File: config.mk
export PLATFORM = sky130hd
export DESIGN_NAME = byte_ring_buffer_fifo
export DESIGN_NICKNAME = d
export VERILOG_FILES = /design/src/hw/rtl/brb_pkg.sv /design/src/hw/rtl/byte_ring_buffer_fifo.sv /design/src/hw/rtl/brb_ctrl.sv /design/src/hw/rtl/brb_dpath.sv
export SDC_FILE = /design/constraint.sdc
export NUM_CORES = 2
export LEC_CHECK = 0
export BUFFER_PORTS_ARGS = -buffer_cell sky130_fd_sc_hd__buf_2
export CELL_PAD_IN_SITES_DETAIL_PLACEMENT = 1
export CELL_PAD_IN_SITES_GLOBAL_PLACEMENT = 1
export CORE_MARGIN = 1.5
export CORE_UTILIZATION = 46
export DETAILED_ROUTE_END_ITERATION = 10
export HOLD_SLACK_MARGIN = 0.1
export PLACE_DENSITY_LB_ADDON = 0.1
export SLEW_MARGIN = 20
export SYNTH_ARGS = -nofsm -noshare
export SYNTH_HDL_FRONTEND = slang
export SYNTH_SLANG_ARGS = --single-unit
export TNS_END_PERCENT = 10
File: constraint.sdc
create_clock -name clk -period 17.4 [get_ports clk]
set_input_delay 3.48 -clock clk [delete_from_list [all_inputs] [get_ports clk]]
set_output_delay 3.48 -clock clk [all_outputs]
set_load 0.005 [all_outputs]
File: src/hw/rtl/brb_pkg.sv
// ----------------------------------------------------------------------------
// brb_pkg
// Shared types and constants for the byte ring buffer FIFO: payload structs,
// command and status codes, controller states and the control bundle.
// ----------------------------------------------------------------------------
`default_nettype none

package brb_pkg;

  // Number of physical slots in the ring store.
  localparam int MAX_SLOTS = 256;
  // Width of a slot index.
  localparam int IDX_W = $clog2(MAX_SLOTS);
  // Width that holds an effective ring length, 1 .. MAX_SLOTS.
  localparam int EL_W = $clog2(MAX_SLOTS + 1);

  // Field widths fixed by the interface.
  localparam int LEN_W = 9;
  localparam int BYTE_W = 8;
  localparam int CNT_W = 9;
  localparam int FILL_W = 8;
  // Room for an index plus a discard count.
  localparam int SUM_W = ((EL_W > CNT_W) ? EL_W : CNT_W) + 1;

  typedef enum logic [1:0] {
    CMD_PUSH    = 2'd0,
    CMD_POP     = 2'd1,
    CMD_PEEK    = 2'd2,
    CMD_DISCARD = 2'd3
  } brb_cmd_t;

  typedef enum logic [1:0] {
    ST_OK    = 2'd0,
    ST_OVER  = 2'd1,
    ST_UNDER = 2'd2
  } brb_status_t;

  typedef struct packed {
    brb_cmd_t           cmd;
    logic [BYTE_W-1:0]  push_byte;
    logic [CNT_W-1:0]   discard_count;
  } brb_in_t;

  typedef struct packed {
    brb_status_t        status;
    logic [BYTE_W-1:0]  read_byte;
    logic [FILL_W-1:0]  fill_level;
    logic               is_empty;
  } brb_out_t;

  typedef enum logic [1:0] {
    S_IDLE = 2'd0,
    S_EXEC = 2'd1,
    S_OUT  = 2'd2
  } brb_state_t;

  // Commands from the controller to the datapath.
  typedef struct packed {
    logic capture;  // latch the item and read the oldest slot
    logic execute;  // update indices and store, load the result register
  } brb_ctl_t;

endpackage

`default_nettype wire

File: src/hw/rtl/byte_ring_buffer_fifo.sv
// ----------------------------------------------------------------------------
// byte_ring_buffer_fifo
// Byte FIFO in a ring store with a programmable ring length.
// ----------------------------------------------------------------------------
// Each item carries a command (push, pop, peek or discard N) and returns
// exactly one result item with a status, the byte read, the fill level after
// the command and an empty flag. The block handles one item at a time: an
// item is captured, then executed, and its result is then shown until the
// result channel takes it; no new item is accepted before then, and a stall
// on the result channel holds off the next item. The controller holds a
// single item from acceptance until its result is taken: the registered read
// of the oldest slot is issued when the item is taken and consumed in the
// execute cycle, and the result register must be handed over before the next
// item is taken. The ring length register (1 to 256; 0 acts as 1 and larger
// values act as 256) clears both indices when written and must be written
// only while no item is in flight. One slot of the ring always stays unused,
// so the FIFO holds at most length minus one bytes. The store has no reset;
// only bytes that were pushed are ever read.
`default_nettype none

module byte_ring_buffer_fifo (
  input  wire logic                       clk,
  input  wire logic                       rst_n,
  // Command items.
  input  wire logic                       in_valid,
  output logic                            in_stall,
  input  wire brb_pkg::brb_in_t           in_item,
  // Result items.
  output logic                            out_valid,
  input  wire logic                       out_stall,
  output brb_pkg::brb_out_t               out_item,
  // Ring length register.
  input  wire logic                       cfg_we,
  input  wire logic [brb_pkg::LEN_W-1:0]  cfg_wdata
);

  brb_pkg::brb_ctl_t ctl;

  // The controller paces items; the datapath owns all storage.
  brb_ctrl u_ctrl (
    .clk       (clk),
    .rst_n     (rst_n),
    .in_valid  (in_valid),
    .in_stall  (in_stall),
    .out_valid (out_valid),
    .out_stall (out_stall),
    .ctl       (ctl)
  );

  brb_dpath u_dpath (
    .clk       (clk),
    .rst_n     (rst_n),
    .ctl       (ctl),
    .in_item   (in_item),
    .cfg_we    (cfg_we),
    .cfg_wdata (cfg_wdata),
    .out_item  (out_item)
  );

  // While a result is waiting, no new item is taken.
  a_one_in_flight: assert property (@(posedge clk) disable iff (!rst_n)
    out_valid |-> in_stall)
    else $error("item accepted while a result is pending");

  // An accepted item passes through its execute state and then shows a result.
  a_result_follows: assert property (@(posedge clk) disable iff (!rst_n)
    (in_valid && !in_stall) |=> ##1 out_valid)
    else $error("result did not follow an accepted item");

  // The empty flag agrees with the fill level on every result.
  a_empty_flag: assert property (@(posedge clk) disable iff (!rst_n)
    out_valid |-> (out_item.is_empty == (out_item.fill_level == '0)))
    else $error("empty flag disagrees with fill level");

endmodule

`default_nettype wire

File: src/hw/rtl/brb_ctrl.sv
// ----------------------------------------------------------------------------
// brb_ctrl
// Controller of the byte ring buffer FIFO: sequences capture, execute and
// result hand-off for one item at a time.
// ----------------------------------------------------------------------------
`default_nettype none

module brb_ctrl (
  input  wire logic              clk,
  input  wire logic              rst_n,
  input  wire logic              in_valid,
  output logic                   in_stall,
  output logic                   out_valid,
  input  wire logic              out_stall,
  output brb_pkg::brb_ctl_t      ctl
);

  brb_pkg::brb_state_t state_r, state_nxt;

  always_ff @(posedge clk) begin
    if (!rst_n) begin
      state_r <= brb_pkg::S_IDLE;
    end else begin
      state_r <= state_nxt;
    end
  end

  always_comb begin
    state_nxt   = state_r;
    in_stall    = 1'b1;
    out_valid   = 1'b0;
    ctl.capture = 1'b0;
    ctl.execute = 1'b0;
    unique case (state_r)
      brb_pkg::S_IDLE: begin
        in_stall = 1'b0;
        if (in_valid) begin
          ctl.capture = 1'b1;
          state_nxt   = brb_pkg::S_EXEC;
        end
      end
      brb_pkg::S_EXEC: begin
        ctl.execute = 1'b1;
        state_nxt   = brb_pkg::S_OUT;
      end
      brb_pkg::S_OUT: begin
        out_valid = 1'b1;
        if (!out_stall) begin
          state_nxt = brb_pkg::S_IDLE;
        end
      end
      default: begin
        state_nxt = brb_pkg::S_IDLE;
      end
    endcase
  end

endmodule

`default_nettype wire

File: src/hw/rtl/brb_dpath.sv
// ----------------------------------------------------------------------------
// brb_dpath
// Datapath of the byte ring buffer FIFO: ring length register, head and tail
// indices, the byte store and the result register.
// ----------------------------------------------------------------------------
`default_nettype none

module brb_dpath (
  input  wire logic                          clk,
  input  wire logic                          rst_n,
  input  wire brb_pkg::brb_ctl_t             ctl,
  input  wire brb_pkg::brb_in_t              in_item,
  input  wire logic                          cfg_we,
  input  wire logic [brb_pkg::LEN_W-1:0]     cfg_wdata,
  output brb_pkg::brb_out_t                  out_item
);

  logic [brb_pkg::LEN_W-1:0]   len_r;
  logic [brb_pkg::IDX_W-1:0]   wr_idx_r, wr_idx_nxt;
  logic [brb_pkg::IDX_W-1:0]   rd_idx_r, rd_idx_nxt;
  brb_pkg::brb_in_t            item_r;
  logic [brb_pkg::BYTE_W-1:0]  rd_data_r;
  brb_pkg::brb_out_t           res_r, res_nxt;
  logic                        store_we;

  logic [brb_pkg::BYTE_W-1:0]  mem [brb_pkg::MAX_SLOTS];

  logic [brb_pkg::EL_W-1:0]    eff_len;
  logic [brb_pkg::EL_W-1:0]    fill;
  logic [brb_pkg::EL_W-1:0]    wr_inc, rd_inc;
  logic [brb_pkg::SUM_W-1:0]   disc_sum, disc_wrap;

  // Length 0 acts as 1; lengths above the store size saturate.
  always_comb begin
    if (len_r == '0) begin
      eff_len = brb_pkg::EL_W'(1);
    end else if (brb_pkg::SUM_W'(len_r) > brb_pkg::SUM_W'(brb_pkg::MAX_SLOTS)) begin
      eff_len = brb_pkg::EL_W'(brb_pkg::MAX_SLOTS);
    end else begin
      eff_len = brb_pkg::EL_W'(len_r);
    end
  end

  always_comb begin
    fill = brb_pkg::EL_W'(wr_idx_r) - brb_pkg::EL_W'(rd_idx_r);
    if (wr_idx_r < rd_idx_r) begin
      fill = fill + eff_len;
    end
    wr_inc = brb_pkg::EL_W'(wr_idx_r) + brb_pkg::EL_W'(1);
    rd_inc = brb_pkg::EL_W'(rd_idx_r) + brb_pkg::EL_W'(1);
    disc_sum  = brb_pkg::SUM_W'(rd_idx_r) + brb_pkg::SUM_W'(item_r.discard_count);
    disc_wrap = disc_sum - brb_pkg::SUM_W'(eff_len);
  end

  always_comb begin
    wr_idx_nxt         = wr_idx_r;
    rd_idx_nxt         = rd_idx_r;
    store_we           = 1'b0;
    res_nxt.status     = brb_pkg::ST_OK;
    res_nxt.read_byte  = '0;
    res_nxt.fill_level = brb_pkg::FILL_W'(fill);
    unique case (item_r.cmd)
      brb_pkg::CMD_PUSH: begin
        if (fill + brb_pkg::EL_W'(1) >= eff_len) begin
          res_nxt.status = brb_pkg::ST_OVER;
        end else begin
          store_we           = 1'b1;
          wr_idx_nxt         = (wr_inc == eff_len) ? '0 : brb_pkg::IDX_W'(wr_inc);
          res_nxt.fill_level = brb_pkg::FILL_W'(fill + brb_pkg::EL_W'(1));
        end
      end
      brb_pkg::CMD_POP, brb_pkg::CMD_PEEK: begin
        if (fill == '0) begin
          res_nxt.status = brb_pkg::ST_UNDER;
        end else begin
          res_nxt.read_byte = rd_data_r;
          if (item_r.cmd == brb_pkg::CMD_POP) begin
            rd_idx_nxt         = (rd_inc == eff_len) ? '0 : brb_pkg::IDX_W'(rd_inc);
            res_nxt.fill_level = brb_pkg::FILL_W'(fill - brb_pkg::EL_W'(1));
          end
        end
      end
      brb_pkg::CMD_DISCARD: begin
        if (brb_pkg::SUM_W'(item_r.discard_count) > brb_pkg::SUM_W'(fill)) begin
          res_nxt.status = brb_pkg::ST_UNDER;
        end else begin
          rd_idx_nxt = (disc_sum >= brb_pkg::SUM_W'(eff_len))
                       ? brb_pkg::IDX_W'(disc_wrap) : brb_pkg::IDX_W'(disc_sum);
          res_nxt.fill_level = brb_pkg::FILL_W'(brb_pkg::SUM_W'(fill)
                                                - brb_pkg::SUM_W'(item_r.discard_count));
        end
      end
      default: begin
        res_nxt.status = brb_pkg::ST_OK;
      end
    endcase
    res_nxt.is_empty = (res_nxt.fill_level == '0);
  end

  // A ring length write clears both indices and takes precedence.
  always_ff @(posedge clk) begin
    if (!rst_n) begin
      len_r    <= brb_pkg::LEN_W'(brb_pkg::MAX_SLOTS);
      wr_idx_r <= '0;
      rd_idx_r <= '0;
    end else if (cfg_we) begin
      len_r    <= cfg_wdata;
      wr_idx_r <= '0;
      rd_idx_r <= '0;
    end else if (ctl.execute) begin
      wr_idx_r <= wr_idx_nxt;
      rd_idx_r <= rd_idx_nxt;
    end
  end

  always_ff @(posedge clk) begin
    if (ctl.capture) begin
      item_r <= in_item;
    end
    if (ctl.execute) begin
      res_r <= res_nxt;
    end
  end

  always_ff @(posedge clk) begin
    if (ctl.capture) begin
      rd_data_r <= mem[rd_idx_r];
    end
    if (ctl.execute && store_we) begin
      mem[wr_idx_r] <= item_r.push_byte;
    end
  end

  assign out_item = res_r;

  a_cfg_clears: assert property (@(posedge clk) disable iff (!rst_n)
    cfg_we |=> (wr_idx_r == '0 && rd_idx_r == '0))
    else $error("ring length write did not clear the indices");

  a_wr_in_ring: assert property (@(posedge clk) disable iff (!rst_n)
    brb_pkg::EL_W'(wr_idx_r) < eff_len)
    else $error("write index outside the ring");

  a_rd_in_ring: assert property (@(posedge clk) disable iff (!rst_n)
    brb_pkg::EL_W'(rd_idx_r) < eff_len)
    else $error("read index outside the ring");

  a_ctl_excl: assert property (@(posedge clk) disable iff (!rst_n)
    !(ctl.capture && ctl.execute))
    else $error("capture and execute in the same cycle");

endmodule

`default_nettype wire
==> run summary <==
The tools report the kind of capture point of the worst setup path as a flop. The first-pass GRT wire length came out at 332 mm. Global routing used 25.0% of the available tracks across all layers. Setup violations remaining at the end of the flow were counted as 0. Of all nets on the critical path, the largest fanout is 48. The top cell type by area accounts for 73.5% of the synthesized area. Depth of the most critical reg-to-reg path: 25.

Among all flip-flop cells after synthesis, the most frequent one is sky130_fd_sc_hd__edfxtp_1. Counting instances in the post-synthesis netlist gives the leading cell types as sky130_fd_sc_hd__edfxtp_1, sky130_fd_sc_hd__mux4_2, sky130_fd_sc_hd__nor2_1, sky130_fd_sc_hd__clkbuf_1, sky130_fd_sc_hd__nand2_1. In this run the power spent charging and discharging nets is 2.32 mW. Number of antenna violations at the first check in global routing: 5. The cell type of the slowest stage on the worst timing path was sky130_fd_sc_hd__nand3_2. Violation count after the first detailed-route iteration: 4377.

Power comes to 10.8 mW. For the worst setup path, the data arrival time is 10030 ps. The slack of the critical path came out at 7850 ps. The number of hold-repair buffers added at the cts stage is 0. Power spread over the standard cell area amounts to 113 nW/um2.

Clock tree synthesis selected as its root buffer the cell sky130_fd_sc_hd__clkbuf_16. The hold-critical path depth works out to 1. The floorplan step defined a die boundary enclosing 188000 um2.

The number of input and output port buffers inserted came out at 53. The async set or reset register ratio after synthesis came out at 0%. Yosys attributes the largest share of cell area to sky130_fd_sc_hd__edfxtp_1, sky130_fd_sc_hd__mux4_2, sky130_fd_sc_hd__nor2_1. The final hold violation count was 0.

The setup TNS was 0 ps. The synthesized design spends more area on one cell type than any other, namely sky130_fd_sc_hd__edfxtp_1. In this run, placement finished with an instance count of 6440.

For the worst setup path, the data required time is 17880 ps. The initialized floorplan defines 158 standard-cell rows. The part of the total power dissipated in the clock network was 43.6%.

The wire-length estimate of the detail-placed layout is 142 mm. In the routed design, unresolved DRC markers number 0. The total of max-cap violations was 0; the number of flops mapped to enable cells by yosys was 2094. Measured along the x axis, the die boundary spans 434 um. The flow ran to the end, and the final reports show no timing, DRC or antenna violations.

The nature of the critical path startpoint was a flop. At the end of the flow the core is filled with cells to 51.9%. In this run the worst hold path is classified as reg -> reg.

For this run the aggregate overflow at the end of global routing stands at 0. The tools report the final number of max-transition violations as 0. The post-synthesis to final-layout area growth was 12.3%.

Buffers inserted during clock tree synthesis total 216. Final critical-path required period: 9550 ps. The H-tree was split into 4 levels. Routability-driven placement finished with a final weighted congestion of 0.874. Most repeated cell in the gate-level netlist after synthesis: sky130_fd_sc_hd__edfxtp_1.

The combinational group share of total power is 4.1%. The synthesized design contains 2121 register bits. The largest vdd supply drop is 0.000111 V.

The worst stage delay on the critical path is 890 ps. Entering global routing, the biggest net connects 184 pins. The logs give 54 for the number of I/O pins and 6853 for the filler-free cell count of the finished design. At the end of the flow, the number of nets in the layout was 4282. The clock insertion delay at the later pin of the skew report is 880 ps, and the post-detailed-route wirelength per cell is 33.9 um. For the pin with the worst max-slew slack, the measured transition is 1260 ps.

The post-place setup slack is 8020 ps, and the clock transition at the registers of the reported paths is 60 ps. Core footprint: 185000 um2. The share of the Yosys chip area taken by registers is 74.2%.

For the final setup skew, the log shows 49.5 ps. Setup repair after global routing left no endpoint under its margin. The worst path uses 54.9% of the clock period. The sequential fraction of design power is 52.2%. The mean instance size in the synthesized netlist works out to 21.1 um2. For the internal cell power, the log shows 8.51 mW.

The count of nets left with antenna violations once routing finished came out at 0. Headroom to the max-slew limit came out at 16.0%. For this run, the top clock speed supported by timing is 0.105 GHz. TritonCTS built the clock tree. The first-pass iteration count of the detailed router was 7. The number of distinct library cells after synthesis is 86, and the starting density of the core is 46.2%.

Critical path start-end classification: reg -> reg. The post-route netlist has 27.0% of its cells at a drive strength greater than 1. The yosys synthesis warning count was 0; the buffer count from post-CTS setup fixing was 0. Using the TritonRoute via totals, the vias-per-cell ratio works out to 6.07. CTS saw 2121 sinks.

For the post-cts gate resize count, the log shows 0. For this design the static power due to leakage is 29.2 nW. The logs give 85500 um2 for the post-synthesis instance area and 4148 for the total nets after synthesis. Of the total power, the share spent switching nets is 21.5%. The die is 434 um tall.

For the maximum buffer depth of the clock tree, the log shows 3. The run gives 43100 as the number of global-route vias before repair. The cell count after synthesis came out at 4045.

The number of vias after detailed routing is 41600. Summed over all layers, the routed wires come to 232 mm.
-- critical path: cells and delay by family (launching register included) --
kind / cells / cell delay, ps
muxes: 1 / 110
xor gates and xnor gates: 2 / 790
adders and majority gates: 3 / 1190
buffers and inverters: 3 / 940
DFF: 1 / 840
AOI/OAI and AO/OA: 4 / 1200
and+or+nand+nor: 12 / 4020
-- layer usage --
layer | wire length, um | global-route usage, %
met5 | 0 | 0
met4 | 4390 | 5.62
met3 | 15100 | 4.08
met2 | 110000 | 39.0
met1 | 102000 | 37.4
-- area by class of cell --
type / count / area (um2)
tap: 2480 / 3100
clock buffer: 253 / 5590
antenna: 3 / 7.51
fill: 16100 / 89000
inverter: 60 / 233
clock inverter: 156 / 1620
timing repair buffer: 133 / 998
multi-input combinational: 1647 / 21000
sequential: 2121 / 63400
-- path summary, 6_finish.rpt --
| check | end | slack [ps] | from |
|---|---|---|---|
| worst max-delay path | u_dpath.mem[125][4] | 7850 | u_dpath.rd_idx_r[1] |
| worst min-delay path | u_dpath.out_item[16] | 520 | u_dpath.rd_data_r[7] |
| worst min register to register | u_dpath.out_item[16] | 520 | u_dpath.rd_data_r[7] |
| worst max register to register | u_dpath.mem[125][4] | 7850 | u_dpath.rd_idx_r[1] |
-- power groups by stage --
stage	clock, mW	sequential [mW]	combinational, mW
2_1_floorplan	0	5.82	0.230
3_5_place_dp	0	5.76	0.454
6_report	4.72	5.66	0.449
3_3_place_gp	0	5.76	0.451
5_1_grt	4.96	5.65	0.482
4_1_cts	4.80	5.66	0.456
-- logic make-up after synthesis --
family	count (synthesis)	share of synthesized area [%]
flip-flops	2121	74.2
multiplexers	687	17.8
AND/OR/NAND/NOR	588	3.06
buffers and inverters	277	1.29
AO/OA/AOI/OAI	241	1.94
adder cells (fa/ha/maj)	71	1.08
XOR/XNOR	60	0.623
-- per-stage QoR --
| stage | instance area [um2] | hold slack, ps |
|---|---|---|
| floorplan | 85500 | 483 |
| global placement | 88800 | 504 |
| detailed placement | 88800 | 508 |
| CTS | 96000 | 523 |
| global route | 96000 | 548 |
| finish | 96000 | 521 |
-- cell usage in the layout (no fill, tap or decap), types with 9 or more instances in the layout --
master / count
sky130_fd_sc_hd__nand2_1: 114
sky130_fd_sc_hd__nor2b_1: 22
sky130_fd_sc_hd__nor3_1: 13
sky130_fd_sc_hd__a21o_1: 20
sky130_fd_sc_hd__buf_2: 53
sky130_fd_sc_hd__o21ai_0: 35
sky130_fd_sc_hd__mux4_2: 669
sky130_fd_sc_hd__buf_4: 70
sky130_fd_sc_hd__xnor2_1: 45
sky130_fd_sc_hd__clkinv_2: 49
sky130_fd_sc_hd__clkbuf_1: 35
sky130_fd_sc_hd__clkinvlp_4: 9
sky130_fd_sc_hd__nand3_2: 15
sky130_fd_sc_hd__and2_1: 17
sky130_fd_sc_hd__nand2b_1: 9
sky130_fd_sc_hd__mux2i_1: 14
sky130_fd_sc_hd__clkbuf_16: 218
sky130_fd_sc_hd__clkinv_1: 53
sky130_fd_sc_hd__inv_1: 51
sky130_fd_sc_hd__nand3_1: 26
sky130_fd_sc_hd__bufinv_16: 28
sky130_fd_sc_hd__nor2_1: 318
sky130_fd_sc_hd__dfxtp_1: 23
sky130_fd_sc_hd__a21oi_1: 66
sky130_fd_sc_hd__a211oi_1: 13
sky130_fd_sc_hd__xor2_1: 14
sky130_fd_sc_hd__a31oi_1: 11
sky130_fd_sc_hd__buf_12: 9
sky130_fd_sc_hd__o211ai_1: 11
sky130_fd_sc_hd__and3_1: 12
sky130_fd_sc_hd__edfxtp_1: 2094
sky130_fd_sc_hd__o2111ai_1: 9
sky130_fd_sc_hd__ha_1: 65
-- registers in the layout (all words and copies together), names as in the netlist --
name,count
u_dpath.rd_idx_r,8
u_dpath.wr_idx_r,8
u_dpath.item_r,19
u_dpath.mem,2048
u_dpath.out_item,19
u_dpath.len_r,9
u_dpath.rd_data_r,8
u_ctrl.state_r,2
No activity file was read; power rests on OpenSTA's default activity.
